--- config.mk ---
export PLATFORM = sky130hd
export DESIGN_NAME = irss_cell
export DESIGN_NICKNAME = d
export VERILOG_FILES = /design/src/hdl/irss_pkg.sv /design/src/hdl/irss_cell.sv
export SDC_FILE = /design/constraint.sdc
export NUM_CORES = 1
export LEC_CHECK = 0
export ABC_CLOCK_PERIOD_IN_PS = 14300
export BUFFER_PORTS_ARGS = -buffer_cell sky130_fd_sc_hd__buf_2
export CAP_MARGIN = 15
export CORE_MARGIN = 3
export CORE_UTILIZATION = 50
export CTS_CLUSTER_DIAMETER = 150
export CTS_CLUSTER_SIZE = 40
export DETAILED_ROUTE_END_ITERATION = 10
export PLACE_DENSITY = 0.9
export SYNTH_ARGS = -nofsm -noshare
export SYNTH_HDL_FRONTEND = slang
export SYNTH_SLANG_ARGS = --single-unit
--- constraint.sdc ---
create_clock -name clk -period 14.3 [get_ports clk]
set_clock_uncertainty 0.15 [all_clocks]
set_input_delay 4.29 -clock clk [delete_from_list [all_inputs] [get_ports clk]]
set_output_delay 4.29 -clock clk [all_outputs]
set_load 0.05 [all_outputs]
--- src/hdl/irss_pkg.sv ---
// Shared types and constants for the indexed ring sequence store.
// Used by irss_cell, irss_ctrl and the top level; no dependencies.
package irss_pkg;

  localparam int CAPACITY   = 64;
  localparam int DATA_WIDTH = 32;
  localparam int IDX_W      = 6;
  localparam int CNT_W      = 7;
  localparam int POS_W      = 8;
  localparam int OP_W       = 4;

  typedef enum logic [OP_W-1:0] {
    OP_GET         = 4'd0,
    OP_PUT         = 4'd1,
    OP_ADD_HIGH    = 4'd2,
    OP_ADD_LOW     = 4'd3,
    OP_ADD_AT      = 4'd4,
    OP_REMOVE_AT   = 4'd5,
    OP_REMOVE_HIGH = 4'd6,
    OP_REMOVE_LOW  = 4'd7,
    OP_ROTATE      = 4'd8,
    OP_CLEAR       = 4'd9
  } opcode_t;

  // What every cell does under the broadcast command
  typedef enum logic [2:0] {
    CM_HOLD = 3'd0,
    CM_PUT  = 3'd1,
    CM_INS  = 3'd2,
    CM_DEL  = 3'd3,
    CM_ROT  = 3'd4
  } cell_mode_t;

  typedef struct packed {
    cell_mode_t            mode;
    logic [IDX_W-1:0]      tgt;
    logic [IDX_W-1:0]      last;
    logic [DATA_WIDTH-1:0] value;
  } cell_cmd_t;

  typedef struct packed {
    logic             ok;
    logic             rd_en;
    logic [IDX_W-1:0] rd_idx;
    cell_mode_t       mode;
    logic [IDX_W-1:0] tgt;
    logic [CNT_W-1:0] cnt_nxt;
    logic [IDX_W-1:0] rot_k;
  } dec_t;

endpackage

--- src/hdl/irss_cell.sv ---
// One storage cell of the ring chain: holds a word and takes it from a
// neighbour, the head or the input value as the broadcast command says.
// Depends on irss_pkg.
module irss_cell
  import irss_pkg::*;
(
  input  logic                  clk,
  input  logic [IDX_W-1:0]      idx,
  input  cell_cmd_t             cmd,
  input  logic [DATA_WIDTH-1:0] left_word,
  input  logic [DATA_WIDTH-1:0] right_word,
  input  logic [DATA_WIDTH-1:0] head_word,
  output logic [DATA_WIDTH-1:0] word
);

  logic [DATA_WIDTH-1:0] word_r;
  logic [DATA_WIDTH-1:0] word_nxt;

  always_comb begin
    word_nxt = word_r;
    case (cmd.mode)
      CM_PUT: begin
        if (idx == cmd.tgt) word_nxt = cmd.value;
      end
      CM_INS: begin
        if (idx > cmd.tgt) word_nxt = left_word;
        else if (idx == cmd.tgt) word_nxt = cmd.value;
      end
      CM_DEL: begin
        if (idx >= cmd.tgt) word_nxt = right_word;
      end
      CM_ROT: begin
        // advance one place towards the head; the old head wraps to the end
        if (idx == cmd.last) word_nxt = head_word;
        else if (idx < cmd.last) word_nxt = right_word;
      end
      default: word_nxt = word_r;
    endcase
  end

  always_ff @(posedge clk) begin
    word_r <= word_nxt;
  end

  assign word = word_r;

endmodule

# Word-level counts from Yosys, hierarchy flattened
# Index checks and enable logic that the tools add are counted.
# op_classes
addsub	0
n_mul	0
div	0
magnitude_cmp	3
n_eq_ne	8
n_shift	0
mux	6
n_bitwise	0
reduce_logical	2
# ops
cell	count
$mux W32	5
$pmux W32 S4	1
$eq A6 B6 Y1	2
$eq A3 B2 Y1 const B	2
$ge A6 B6 Y1	1
$gt A6 B6 Y1	1
$lt A6 B6 Y1	1
$reduce_bool A4 Y1	1
$eq A3 B1 Y1 const B	1
$eq A3 B3 Y1 const B	1
$ne A3 B3 Y1 const B	1
$reduce_and A3 Y1	1
$ne A2 B2 Y1 const B	1
# totals
ff_bits	32
latch_bits	0
ramBits	0
rom_bits	0
input_bits	150
output_inout_bits	32
elab_cells	20
mem_count	0

# Logic depth before layout (Yosys ltp)
# logic_depth
depth_word	4
depth_mapped	9

# Worst setup path before layout
# No wires, ideal clock.
# synth_timing
path_type	in2reg
start	in cmd[43] in the netlist's numbering
end	reg word_r[0] (netlist: word[0]) (enable)
setup_ps	466
arrival_ps	7688
slack_ps	5996
cell_stages	9
path_buffers	2
path_cell_list	inv_1 > ha_1 > and4_1 > nand3_1 > buf_4 > buf_2 > nand3_1 > o22ai_1 > o21ai_0
# synth_between
elab_chain_len	3
# synth_rtl
element	line_no	text
start, declared	irss_cell.sv:9	input cell_cmd_t cmd,
$ge A6 B6 Y1	irss_cell.sv:30	if (idx >= cmd.tgt) word_nxt = right_word;
$ne A2 B2 Y1 (no line)	n/a	
$reduce_and A3 Y1 (no line)	n/a	
end signal, assigned	irss_cell.sv:42	word_r <= word_nxt;
end, declared	irss_cell.sv:16	logic [DATA_WIDTH-1:0] word_r;
# No other way between the ends.
# A chain may end at the register's enable or synchronous reset.

# Worst setup path after layout
# layout_timing
start	in cmd[44] in the netlist's numbering
end	reg word_r[7] (netlist: word[7]), data pin
# layout_between
elab_chain_len	2
# layout_rtl
element	line_no	text
$eq A3 B3 Y1 (tied with other cells)	irss_cell.sv:21	case (cmd.mode)
$pmux W32 S4 (*)	irss_cell.sv:21	
named net word_nxt[7]	irss_cell.sv:17	logic [DATA_WIDTH-1:0] word_nxt;
# The timed path passes the listed nets; every way through them passes the cells marked *.

==> flow_summary.yaml <==
status:
  status: "completed"
logic_synthesis:
  synth_edf_count: 32
  synth_largest_area_cell: "edfxtp_1"
  synth_top_area_share_pct: 28.8
  yosysMostFrequentCell: "o21ai_0"
  syn_inst: 385
  synthMuxAreaShare_pct: 9.60
  postSynthRegisterBits: 32
  yosysSeqAreaShare_pct: 28.8
  synth-compound-area-share_pct: 33.8
  ys_top_cells_by_area: "edfxtp_1 29%, o21ai_0 9.7%, mux2i_1 9.6%"
  async_flop_share_pct: 0
  synth_common_cells: "65 x o21ai_0, 34 x nand2b_1, 33 x a21oi_1, 33 x nand4_1"
  yosys.area_share.adder_pct: 4.50
  synth_top_family_by_area: "compound AO/OA/AOI/OAI gates"
  syn_nets: 547
  yosys_most_used_dff: "edfxtp_1"
  netlist_area_um2: 3340
  synthXorXnorAreaFrac_pct: 0
  synth_cell_types: 32
  yosysWarnings: 0
  synth.avg_cell_area_um2: 8.67
  synth-simple-area-share_pct: 15.1
critical_path:
  worstPathRequired_ns: 14.25
  worstPathCellList: "buf_2 -> nand2b_1 -> o21ai_4 -> nand3_2 -> a32oi_1"
  crit_cells: 5
  cp.arrival_ns: 7.00
  worstSetupPathType: "in2reg"
  worst-path-buf-inv: 1
  startpoint_type: "input port"
  path_delay_family: "compound AO/OA/AOI/OAI gates"
  slowest_stage: "nand3_2"
  end_kind: "flip-flop"
  crit_start: "cmd[44]"
  critPathMaxStageDelay_ns: 0.84
  r2r_cells: 2
  reg2reg_from: "word[6]"
  critPathMaxFanout: 36
global_routing:
  antenna_found_initial: 0
  overflow: 0
  grt_max_degree: 37
  grt_first_pass_wirelength_um: 17400
  grt_pass1_vias: 3817
  grt_usage_pct: 28.5
place:
  hpwl_um: 8030
  gp_congestion: 0.903
  dp.cells: 604
  port_buffers: 181
clock_network:
  numCtsBuffers: 5
  clkLatencyLatePin_ns: 0.28
  postCtsSetupRepairBufs: 0
  ctsResizeCount: 0
  cts_tree: "yes"
  ctsHoldBuffers: 0
  cts-root-buf: "clkbuf_8"
  clockBufferDepth: 2
  cts-htree-levels: 2
  path_clk_slew_ns: 0.07
  clock-sinks: 32
sta:
  setup_viol: 0
  min_period_over_period_pct: 49.3
  tns_ns: 0
  rsz0062_at_grt: "no"
  finalHoldViolCount: 0
  worst_pin_slew_ns: 1.23
  fin_crit_ns: 7.05
  maxSlewHeadroom_pct: 17.8
  fmax_mhz: 142
  maxSlewViolCount: 0
detailed_routing:
  routed_wl_um: 11700
  remaining_drc_errors: 0
  drtIter0Drc: 449
  wire_per_inst_um: 19.1
  viasPerCell: 6.52
  first_pass_iters: 5
  vias: 3997
  ant_nets: 0
min_path:
  hold_path_class: "reg2reg"
  hold_path_startpoint: "word[28]"
  hold_depth: 2
die:
  start_util_pct: 52.0
  fp.dieH_um: 87.7
  io_pins: 182
  core_um2: 6420
  die_area_um2: 7690
  floorplan.rows: 29
  die_w_um: 87.7
cells_and_area:
  antennaDiodeCount: 0
  stdcell_count: 613
  drive_gt1_share_pct: 38.1
  final_net_count: 697
  fin_util_pct: 66.8
  area_growth_syn_to_layout_pct: 28.6
  largest_reg_flops: 32
power_and_ir_drop:
  power.total_uw: 343
  p_leak_uw: 0.00198
  ir_worst_vdd_mv: 0.0444
  p_per_area_nw_per_um2: 80.0
job:
  maxCapViolCount: 0
[tightest hold or removal path: stages, from the launching register on]
cell and delay (ns):
edfxtp_1 0.34, mux2i_1 0.07, a32oi_1 0.19
[where the power goes]
group | leakage [uW] | internal [uW] | switching, uW | total, uW
Combinational | 0.00163 | 51.0 | 98.4 | 149
Sequential | 0.000304 | 119 | 5.73 | 125
Clock | 0.0000399 | 33.9 | 35.2 | 69.1
[metal layers]
layer / GRT usage [%] / part of all wire (%)
met1: 33.7 / 38
met2: 51.4 / 50
met3: 6.02 / 11
met4: 8.65 / 1.6
met5: 0 / 0
[per-stage QoR]
stage	instance area, um2	hold WS [ns]	setup slack (ns)
finish	4290	0.585	7.25
floorplan	3340	0.873	6.00
global placement	4200	0.535	7.19
detailed placement	4200	0.562	7.02
CTS	4280	0.575	7.32
global route	4290	0.604	7.04
[placed cells by master, fill, tap and decap left out, drive strengths merged, types with 2 or more instances in the layout]
cell / instances
a21o: 4
a21oi: 33
a31o: 32
a32oi: 32
and4: 2
buf: 188
clkbuf: 7
edfxtp: 32
ha: 12
inv: 12
mux2i: 32
nand2: 2
nand2b: 34
nand3: 3
nand4: 33
nor2: 3
o21ai: 67
[cell families (layout without fill, tap and decap cells)]
group / Yosys count / after routing
adders and majority gates: 12 / 12
buffers and inverters: 57 / 208
AOI/OAI and AO/OA: 172 / 172
muxes: 32 / 32
DFF: 32 / 32
and+or+nand+nor: 80 / 80
[cell type report]
type	count	area (um2)
multi-input cells	296	2140
flip-flops and latches	32	961
repair buffers	188	966
fillers	540	2130
well taps	77	96.3
inverters	12	45.0
clock buffers	7	76.3
clock inverters	1	3.75
[path summary, 6_finish.rpt]
path | endpoint | slack [ns]
worst max-delay path | word[7] | 7.25
worst min-delay path | word[28] | 0.59
worst max register to register | word[6] | 13.13
worst min register to register | word[28] | 0.59
(Power assumes the default switching activity.)
