[config.mk]
export PLATFORM = sky130hd
export DESIGN_NAME = irss_ctrl
export DESIGN_NICKNAME = d
export VERILOG_FILES = /design/src/hdl/irss_pkg.sv /design/src/hdl/irss_ctrl.sv
export SDC_FILE = /design/constraint.sdc
export NUM_CORES = 1
export LEC_CHECK = 0
export BUFFER_PORTS_ARGS = -buffer_cell sky130_fd_sc_hd__buf_2
export CELL_PAD_IN_SITES_DETAIL_PLACEMENT = 0
export CELL_PAD_IN_SITES_GLOBAL_PLACEMENT = 2
export CORE_MARGIN = 2
export CORE_UTILIZATION = 28
export DETAILED_ROUTE_END_ITERATION = 12
export GPL_ROUTABILITY_DRIVEN = 0
export PLACE_DENSITY_LB_ADDON = 0.25
export SLEW_MARGIN = 25
export SYNTH_ARGS = -nofsm -noshare
export SYNTH_HDL_FRONTEND = slang
export SYNTH_SLANG_ARGS = --single-unit
export TNS_END_PERCENT = 1
[constraint.sdc]
create_clock -name vclk -period 9.8
set_clock_uncertainty 0.05 [all_clocks]
set_input_delay 1.96 -clock vclk [all_inputs]
set_output_delay 1.96 -clock vclk [all_outputs]
set_load 0.03 [all_outputs]
[src/hdl/irss_pkg.sv]
// Shared types and constants for the indexed ring sequence store.
// Used by irss_cell, irss_ctrl and the top level; no dependencies.
package irss_pkg;

  localparam int CAPACITY   = 64;
  localparam int DATA_WIDTH = 32;
  localparam int IDX_W      = 6;
  localparam int CNT_W      = 7;
  localparam int POS_W      = 8;
  localparam int OP_W       = 4;

  typedef enum logic [OP_W-1:0] {
    OP_GET         = 4'd0,
    OP_PUT         = 4'd1,
    OP_ADD_HIGH    = 4'd2,
    OP_ADD_LOW     = 4'd3,
    OP_ADD_AT      = 4'd4,
    OP_REMOVE_AT   = 4'd5,
    OP_REMOVE_HIGH = 4'd6,
    OP_REMOVE_LOW  = 4'd7,
    OP_ROTATE      = 4'd8,
    OP_CLEAR       = 4'd9
  } opcode_t;

  // What every cell does under the broadcast command
  typedef enum logic [2:0] {
    CM_HOLD = 3'd0,
    CM_PUT  = 3'd1,
    CM_INS  = 3'd2,
    CM_DEL  = 3'd3,
    CM_ROT  = 3'd4
  } cell_mode_t;

  typedef struct packed {
    cell_mode_t            mode;
    logic [IDX_W-1:0]      tgt;
    logic [IDX_W-1:0]      last;
    logic [DATA_WIDTH-1:0] value;
  } cell_cmd_t;

  typedef struct packed {
    logic             ok;
    logic             rd_en;
    logic [IDX_W-1:0] rd_idx;
    cell_mode_t       mode;
    logic [IDX_W-1:0] tgt;
    logic [CNT_W-1:0] cnt_nxt;
    logic [IDX_W-1:0] rot_k;
  } dec_t;

endpackage

[src/hdl/irss_ctrl.sv]
// Operation decoder: checks positions and fill level, picks the cell
// command, read index, new count and rotation length. Depends on irss_pkg.
module irss_ctrl
  import irss_pkg::*;
(
  input  logic [OP_W-1:0]       op,
  input  logic [POS_W-1:0]      pos,
  input  logic [DATA_WIDTH-1:0] value,
  input  logic [CNT_W-1:0]      cnt,
  output dec_t                  dec
);

  logic signed [POS_W:0] p;
  logic signed [POS_W:0] nn;
  logic signed [POS_W:0] ins9;
  logic signed [POS_W:0] k9;
  logic                  idx_ok;
  logic                  w_nz;
  logic                  can_add;
  logic                  not_empty;
  logic [CNT_W-1:0]      cnt_p1;
  logic [CNT_W-1:0]      cnt_m1;

  always_comb begin
    p         = {pos[POS_W-1], pos};
    nn        = {{(POS_W+1-CNT_W){1'b0}}, cnt};
    idx_ok    = (p >= 0) && (p < nn);
    w_nz      = (value != '0);
    can_add   = w_nz && (cnt < CNT_W'(CAPACITY));
    not_empty = (cnt != '0);
    cnt_p1    = cnt + CNT_W'(1);
    cnt_m1    = cnt - CNT_W'(1);

    if (p == 1 || p == -nn) ins9 = '0;
    else if (p == 0 || p == nn + 1) ins9 = nn;
    else if (p < 0) ins9 = p + nn;
    else ins9 = p - 9'sd1;

    if (p < 0) k9 = p + nn;
    else if (p == nn) k9 = '0;
    else k9 = p;

    dec         = '0;
    dec.mode    = CM_HOLD;
    dec.cnt_nxt = cnt;
    case (op)
      OP_GET: begin
        dec.ok     = idx_ok;
        dec.rd_en  = 1'b1;
        dec.rd_idx = pos[IDX_W-1:0];
      end
      OP_PUT: begin
        dec.ok     = idx_ok && w_nz;
        dec.rd_en  = 1'b1;
        dec.rd_idx = pos[IDX_W-1:0];
        dec.mode   = CM_PUT;
        dec.tgt    = pos[IDX_W-1:0];
      end
      OP_ADD_HIGH: begin
        dec.ok   = can_add;
        dec.mode = CM_INS;
        dec.tgt  = cnt[IDX_W-1:0];
      end
      OP_ADD_LOW: begin
        dec.ok   = can_add;
        dec.mode = CM_INS;
        dec.tgt  = '0;
      end
      OP_ADD_AT: begin
        dec.ok   = can_add && (p >= -nn) && (p <= nn + 1);
        dec.mode = CM_INS;
        dec.tgt  = ins9[IDX_W-1:0];
      end
      OP_REMOVE_AT: begin
        dec.ok     = idx_ok;
        dec.rd_en  = 1'b1;
        dec.rd_idx = pos[IDX_W-1:0];
        dec.mode   = CM_DEL;
        dec.tgt    = pos[IDX_W-1:0];
      end
      OP_REMOVE_HIGH: begin
        dec.ok     = not_empty;
        dec.rd_en  = 1'b1;
        dec.rd_idx = cnt_m1[IDX_W-1:0];
        dec.mode   = CM_DEL;
        dec.tgt    = cnt_m1[IDX_W-1:0];
      end
      OP_REMOVE_LOW: begin
        dec.ok     = not_empty;
        dec.rd_en  = 1'b1;
        dec.rd_idx = '0;
        dec.mode   = CM_DEL;
        dec.tgt    = '0;
      end
      OP_ROTATE: begin
        dec.ok    = not_empty && (p >= -nn) && (p <= nn);
        dec.rot_k = k9[IDX_W-1:0];
      end
      OP_CLEAR: begin
        dec.ok = 1'b1;
      end
      default: dec.ok = 1'b0;
    endcase

    if (dec.ok) begin
      if (dec.mode == CM_INS) dec.cnt_nxt = cnt_p1;
      else if (dec.mode == CM_DEL) dec.cnt_nxt = cnt_m1;
      else if (op == OP_CLEAR) dec.cnt_nxt = '0;
    end
  end

endmodule
# Yosys cells after proc, flatten, opt, wreduce, memory -nomap -nowiden

Cells that the tools add are included.

Output and inout port bits: 30
Logic and storage cells: 58
Flip-flop bits (word level): 0
Input bits: 51

Multiplexer cells: 13
$lt $le $gt $ge: 7
Add/subtract/negate cells: 6
Equality and inequality tests: 15
Reduce and logical (&&, ||, !) cells: 17

Operators by type and width:

| kind                  | number |
|---|---|
| $pmux W8 S7           | 1 |
| $mux W6               | 6 |
| $logic_not A32 Y1     | 1 |
| $reduce_bool A32 Y1   | 1 |
| $mux W7               | 4 |
| $pmux W7 S3           | 1 |
| $eq A8 B9 Y1          | 2 |
| $eq A4 B3 Y1 const B  | 4 |
| $ge A8 B9 Y1          | 1 |
| $le A8 B9 Y1          | 1 |
| $neg A7 Y9            | 1 |
| $add A7 B1 Y8 const B | 1 |
| $eq A4 B2 Y1 const B  | 2 |
| $eq A4 B4 Y1 const B  | 2 |
| $eq A8 B2 Y1 const B  | 1 |
| $eq A8 B8 Y1          | 1 |
| $ge A8 B1 Y1 const B  | 1 |
| $le A8 B8 Y1          | 1 |
| $lt A8 B1 Y1 const B  | 1 |
| $lt A8 B8 Y1          | 1 |
| $add A7 B1 Y7 const B | 1 |
| $logic_and A1 B1 Y1   | 7 |
| $lt A7 B7 Y1 const B  | 1 |
| $pmux W1 S7           | 1 |
| 10 further kinds      | 14 |

# Depth between registers and ports, before layout

Depth after elaboration: 10
Gate-level depth with buffers: 17
Depth with buffers taken out: 15

# Least setup slack after synthesis

Ideal clock, no wire load.

Kind: input to output
Start point: in cnt[2]
End point: out dec[8] (netlist bit)
Required time: 7.790 ns
Data arrival time: 5.210 ns
Path buffers: 2
Cell stages on the path: 16
Setup slack: 2.580 ns
Path through: clkbuf_1 -> nand3_1 -> inv_1 -> nand3_1 -> or3_1 -> ha_1 -> a21oi_1 -> nor3b_1 -> nand3_1 -> a2111oi_4 -> o22ai_1 -> and2_1 -> buf_6 -> inv_1 -> o21ai_0 -> a21oi_1

RTL lines:

| item            | RTL line        | text |
|---|---|---|
| start, declared | irss_ctrl.sv:9  | `input logic [CNT_W-1:0] cnt,` |
| end, declared   | irss_ctrl.sv:10 | `output dec_t dec` |

==> metrics.txt <==
# TYPE chip_impl_metric gauge
chip_impl_metric{name="die_y",unit="um"} 87.76
chip_impl_info{name="status",value="finished, final reports clean"} 1
chip_impl_metric{name="grt_first_pass_wirelength",unit="um"} 11970
chip_impl_metric{name="use_met1",unit="%"} 29.41
chip_impl_metric{name="initial_utilization",unit="%"} 28.91
chip_impl_metric{name="drive_gt1_share",unit="%"} 23.64
chip_impl_metric{name="syn-instance-count",unit=""} 302
chip_impl_metric{name="critical_path.max_fanout",unit=""} 10
chip_impl_metric{name="timing.final.setup_violations",unit=""} 0
chip_impl_info{name="worstSetupEndpointType",value="output pin"} 1
chip_impl_metric{name="antenna_fix_cells",unit=""} 0
chip_impl_metric{name="yosysSeqAreaShare",unit="%"} 0
chip_impl_metric{name="cts-resized-gates",unit=""} 0
chip_impl_metric{name="max_freq",unit="MHz"} 130.5
chip_impl_metric{name="grt.met2_usage",unit="%"} 31.06
chip_impl_metric{name="wl",unit="um"} 7812
chip_impl_metric{name="die_width",unit="um"} 87.76
chip_impl_metric{name="io_buffers",unit=""} 80
chip_impl_metric{name="drt_iter0_markers",unit=""} 202
chip_impl_metric{name="timing.critical_path.required",unit="ps"} 7790
chip_impl_metric{name="final_antenna_net_count",unit=""} 0
chip_impl_metric{name="synth_mux_area_share",unit="%"} 1.083
chip_impl_metric{name="post_synth_and_or_nand_nor_area_fraction",unit="%"} 32.17
chip_impl_metric{name="design_power_total",unit="mW"} 0.1271
chip_impl_metric{name="num_vias",unit=""} 2464
chip_impl_metric{name="finalCritPeriodShare",unit="%"} 78.20
chip_impl_info{name="setup_repair_after_global_routing_missed_its_margin",value="no"} 1
chip_impl_metric{name="synth.distinct_cells",unit=""} 57
chip_impl_metric{name="antenna_found_initial",unit=""} 0
chip_impl_info{name="layout_common_cells",value="sky130_fd_sc_hd__buf_2 (80), sky130_fd_sc_hd__nand2_1 (36), sky130_fd_sc_hd__nor2_1 (32), sky130_fd_sc_hd__ha_1 (32), sky130_fd_sc_hd__a21oi_1 (30)"} 1
chip_impl_metric{name="final-hold-violation-count",unit=""} 0
chip_impl_metric{name="peakVddDrop",unit="uV"} 17.85
chip_impl_metric{name="synth-compound-area-share",unit="%"} 30.00
chip_impl_metric{name="grt_util_met3",unit="%"} 2.074
chip_impl_metric{name="synth_fa_ha_area_share",unit="%"} 21.40
chip_impl_metric{name="grt_max_degree",unit=""} 24
chip_impl_metric{name="synth-xor-area-share",unit="%"} 7.134
chip_impl_metric{name="drv.max_cap_violation_count",unit=""} 0
chip_impl_metric{name="placed_area",unit="sq um"} 2414
chip_impl_info{name="leading_cell_type_in_the_layout_fill_and_taps_excluded",value="sky130_fd_sc_hd__buf_2"} 1
chip_impl_metric{name="finish.net_count",unit=""} 454
chip_impl_metric{name="worstMarginPinSlew",unit="ps"} 758.6
chip_impl_metric{name="design.seq.count",unit=""} 0
chip_impl_metric{name="synth.net_count",unit=""} 386
chip_impl_metric{name="cts.hold.buffers_added",unit=""} 0
chip_impl_metric{name="arrival_time_of_data_at_the_critical_path_endpoint",unit="ps"} 5650
chip_impl_metric{name="drt-pass1-iter-count",unit=""} 4
chip_impl_metric{name="first_global_vias",unit=""} 2232
chip_impl_info{name="grt_busiest_layer",value="met2"} 1
chip_impl_metric{name="yosys_warnings",unit=""} 0
chip_impl_metric{name="io-pin-count",unit=""} 81
chip_impl_info{name="cp-startpoint",value="cnt[0]"} 1
chip_impl_metric{name="wire_per_inst",unit="um"} 16.84
chip_impl_metric{name="power_density",unit="nW/um^2"} 52.66
chip_impl_metric{name="postCtsSetupBuffers",unit=""} 0
chip_impl_metric{name="hpwl",unit="um"} 6459
chip_impl_info{name="crit_type",value="in -> out"} 1
chip_impl_metric{name="drt-vias-per-instance",unit=""} 5.310
chip_impl_info{name="combinational_family_with_the_most_area_after_synthesis",value="simple AND/OR/NAND/NOR gates"} 1
chip_impl_metric{name="period_needed",unit="ps"} 7664
chip_impl_metric{name="final.setup.tns",unit="ps"} 0
chip_impl_metric{name="drc",unit=""} 0
chip_impl_metric{name="die_area",unit="sq um"} 7702
chip_impl_metric{name="groute.usage.overall",unit="%"} 19.46
chip_impl_metric{name="leakage",unit="nW"} 1.157
chip_impl_metric{name="std_cell_rows",unit=""} 30
chip_impl_metric{name="overflow",unit=""} 0
chip_impl_metric{name="layout.filler_cells",unit=""} 785
chip_impl_metric{name="synth.avg_cell_area",unit="sq um"} 6.505
chip_impl_info{name="worst_setup_path_start_kind",value="primary input"} 1
chip_impl_metric{name="finish.utilization",unit="%"} 35.52
chip_impl_metric{name="final-seq-area",unit="sq um"} 0
chip_impl_metric{name="total_core_area",unit="sq um"} 6794
chip_impl_metric{name="maxSlewHeadroom",unit="%"} 49.32
chip_impl_metric{name="synthesis.area",unit="sq um"} 1964
chip_impl_metric{name="layout.cell_area.non_filler",unit="sq um"} 2414
chip_impl_metric{name="final.clkbuf_count",unit=""} 0
chip_impl_info{name="hold_path_startpoint",value="op[2]"} 1
chip_impl_metric{name="timing_max_transition_violations_final",unit=""} 0
chip_impl_metric{name="area.growth.synth_to_final",unit="%"} 22.87
chip_impl_info{name="worstHoldPathType",value="in -> out"} 1
-- path summary, 6_finish.rpt --
kind                   to  cells past startpoint
setup / recovery  dec[10]                     16
hold / removal    dec[19]                      4
-- cell families (layout without fill, tap and decap cells) --
logic type / after synthesis / in the layout
mux: 2 / 2
fa+ha+maj: 33 / 33
buf+inv: 37 / 103
other cells: 1 / 1
compound gates: 87 / 87
xor+xnor: 16 / 16
simple gates: 126 / 126
-- synth_stat cells (2+ instances only) --
cell type	count	area (sq um)
sky130_fd_sc_hd__xnor2_1	12	105.1
sky130_fd_sc_hd__inv_1	23	86.33
sky130_fd_sc_hd__o21ai_0	15	75.07
sky130_fd_sc_hd__and3_1	3	18.77
sky130_fd_sc_hd__a221o_1	5	50.05
sky130_fd_sc_hd__a32oi_1	3	26.28
sky130_fd_sc_hd__and2b_1	2	15.01
sky130_fd_sc_hd__nand3_1	8	40.04
sky130_fd_sc_hd__a31oi_1	2	12.51
sky130_fd_sc_hd__xor2_1	4	35.03
sky130_fd_sc_hd__nor2_1	32	120.1
sky130_fd_sc_hd__a22oi_1	5	37.54
sky130_fd_sc_hd__nand4_1	3	18.77
sky130_fd_sc_hd__clkbuf_1	11	41.29
sky130_fd_sc_hd__a21oi_1	30	150.1
sky130_fd_sc_hd__o2111ai_1	2	17.52
sky130_fd_sc_hd__ha_1	32	400.4
sky130_fd_sc_hd__buf_6	2	22.52
sky130_fd_sc_hd__and2_1	4	25.02
sky130_fd_sc_hd__o22ai_1	4	25.02
sky130_fd_sc_hd__nor4_1	9	56.30
sky130_fd_sc_hd__and4_1	2	17.52
sky130_fd_sc_hd__nand2_1	36	135.1
sky130_fd_sc_hd__a22o_1	2	17.52
sky130_fd_sc_hd__a21o_1	4	30.03
sky130_fd_sc_hd__nand2b_1	2	12.51
sky130_fd_sc_hd__o2bb2ai_1	2	17.52
sky130_fd_sc_hd__nor2b_1	6	37.54
sky130_fd_sc_hd__nand3b_1	2	15.01
sky130_fd_sc_hd__nor3_1	8	40.04
-- routing by layer --
metal	up-vias	part of all wire, %
met2	80	45
li1	1236	-
met5	-	0
met4	0	0.17
met3	2	8.2
met1	1146	46
-- report_power, final --
group / leakage (nW) / total (mW) / switching (mW) / internal, mW
registers: 0 / 0 / 0 / 0
logic: 1.16 / 0.127 / 0.0818 / 0.0453
clock network: 0 / 0 / 0 / 0
-- critical path, cell delays in order --
cell and delay, ps:
sky130_fd_sc_hd__buf_2 190, sky130_fd_sc_hd__inv_1 140, sky130_fd_sc_hd__ha_1 270, sky130_fd_sc_hd__nand2b_1 130
sky130_fd_sc_hd__nor4_2 370, sky130_fd_sc_hd__xnor2_1 180, sky130_fd_sc_hd__ha_1 250, sky130_fd_sc_hd__a21o_1 200
sky130_fd_sc_hd__a2111oi_0 500, sky130_fd_sc_hd__a32oi_1 190, sky130_fd_sc_hd__o22ai_1 170, sky130_fd_sc_hd__and2_1 330
sky130_fd_sc_hd__inv_1 140, sky130_fd_sc_hd__and3_1 190, sky130_fd_sc_hd__a221o_1 260, sky130_fd_sc_hd__buf_2 180
-- cell type report --
cell class / count / area [sq um] / share of cell area, %
multi-input cells: 265 / 1807 / 74.86
repair buffers: 80 / 400.4 / 16.59
well taps: 96 / 120.1 / 4.977
inverters: 23 / 86.33 / 3.577
-- metrics by stage --
stage,hold WS (ps),instances,setup slack [ps]
2_1_floorplan,4094,302,2580
3_3_place_gp,4308,464,2377
3_5_place_dp,4312,464,2239
4_1_cts,4315,464,2220
5_1_grt,4334,464,1882
6_report,4312,464,2136
Note: power is estimated with default switching activity, not from simulation.
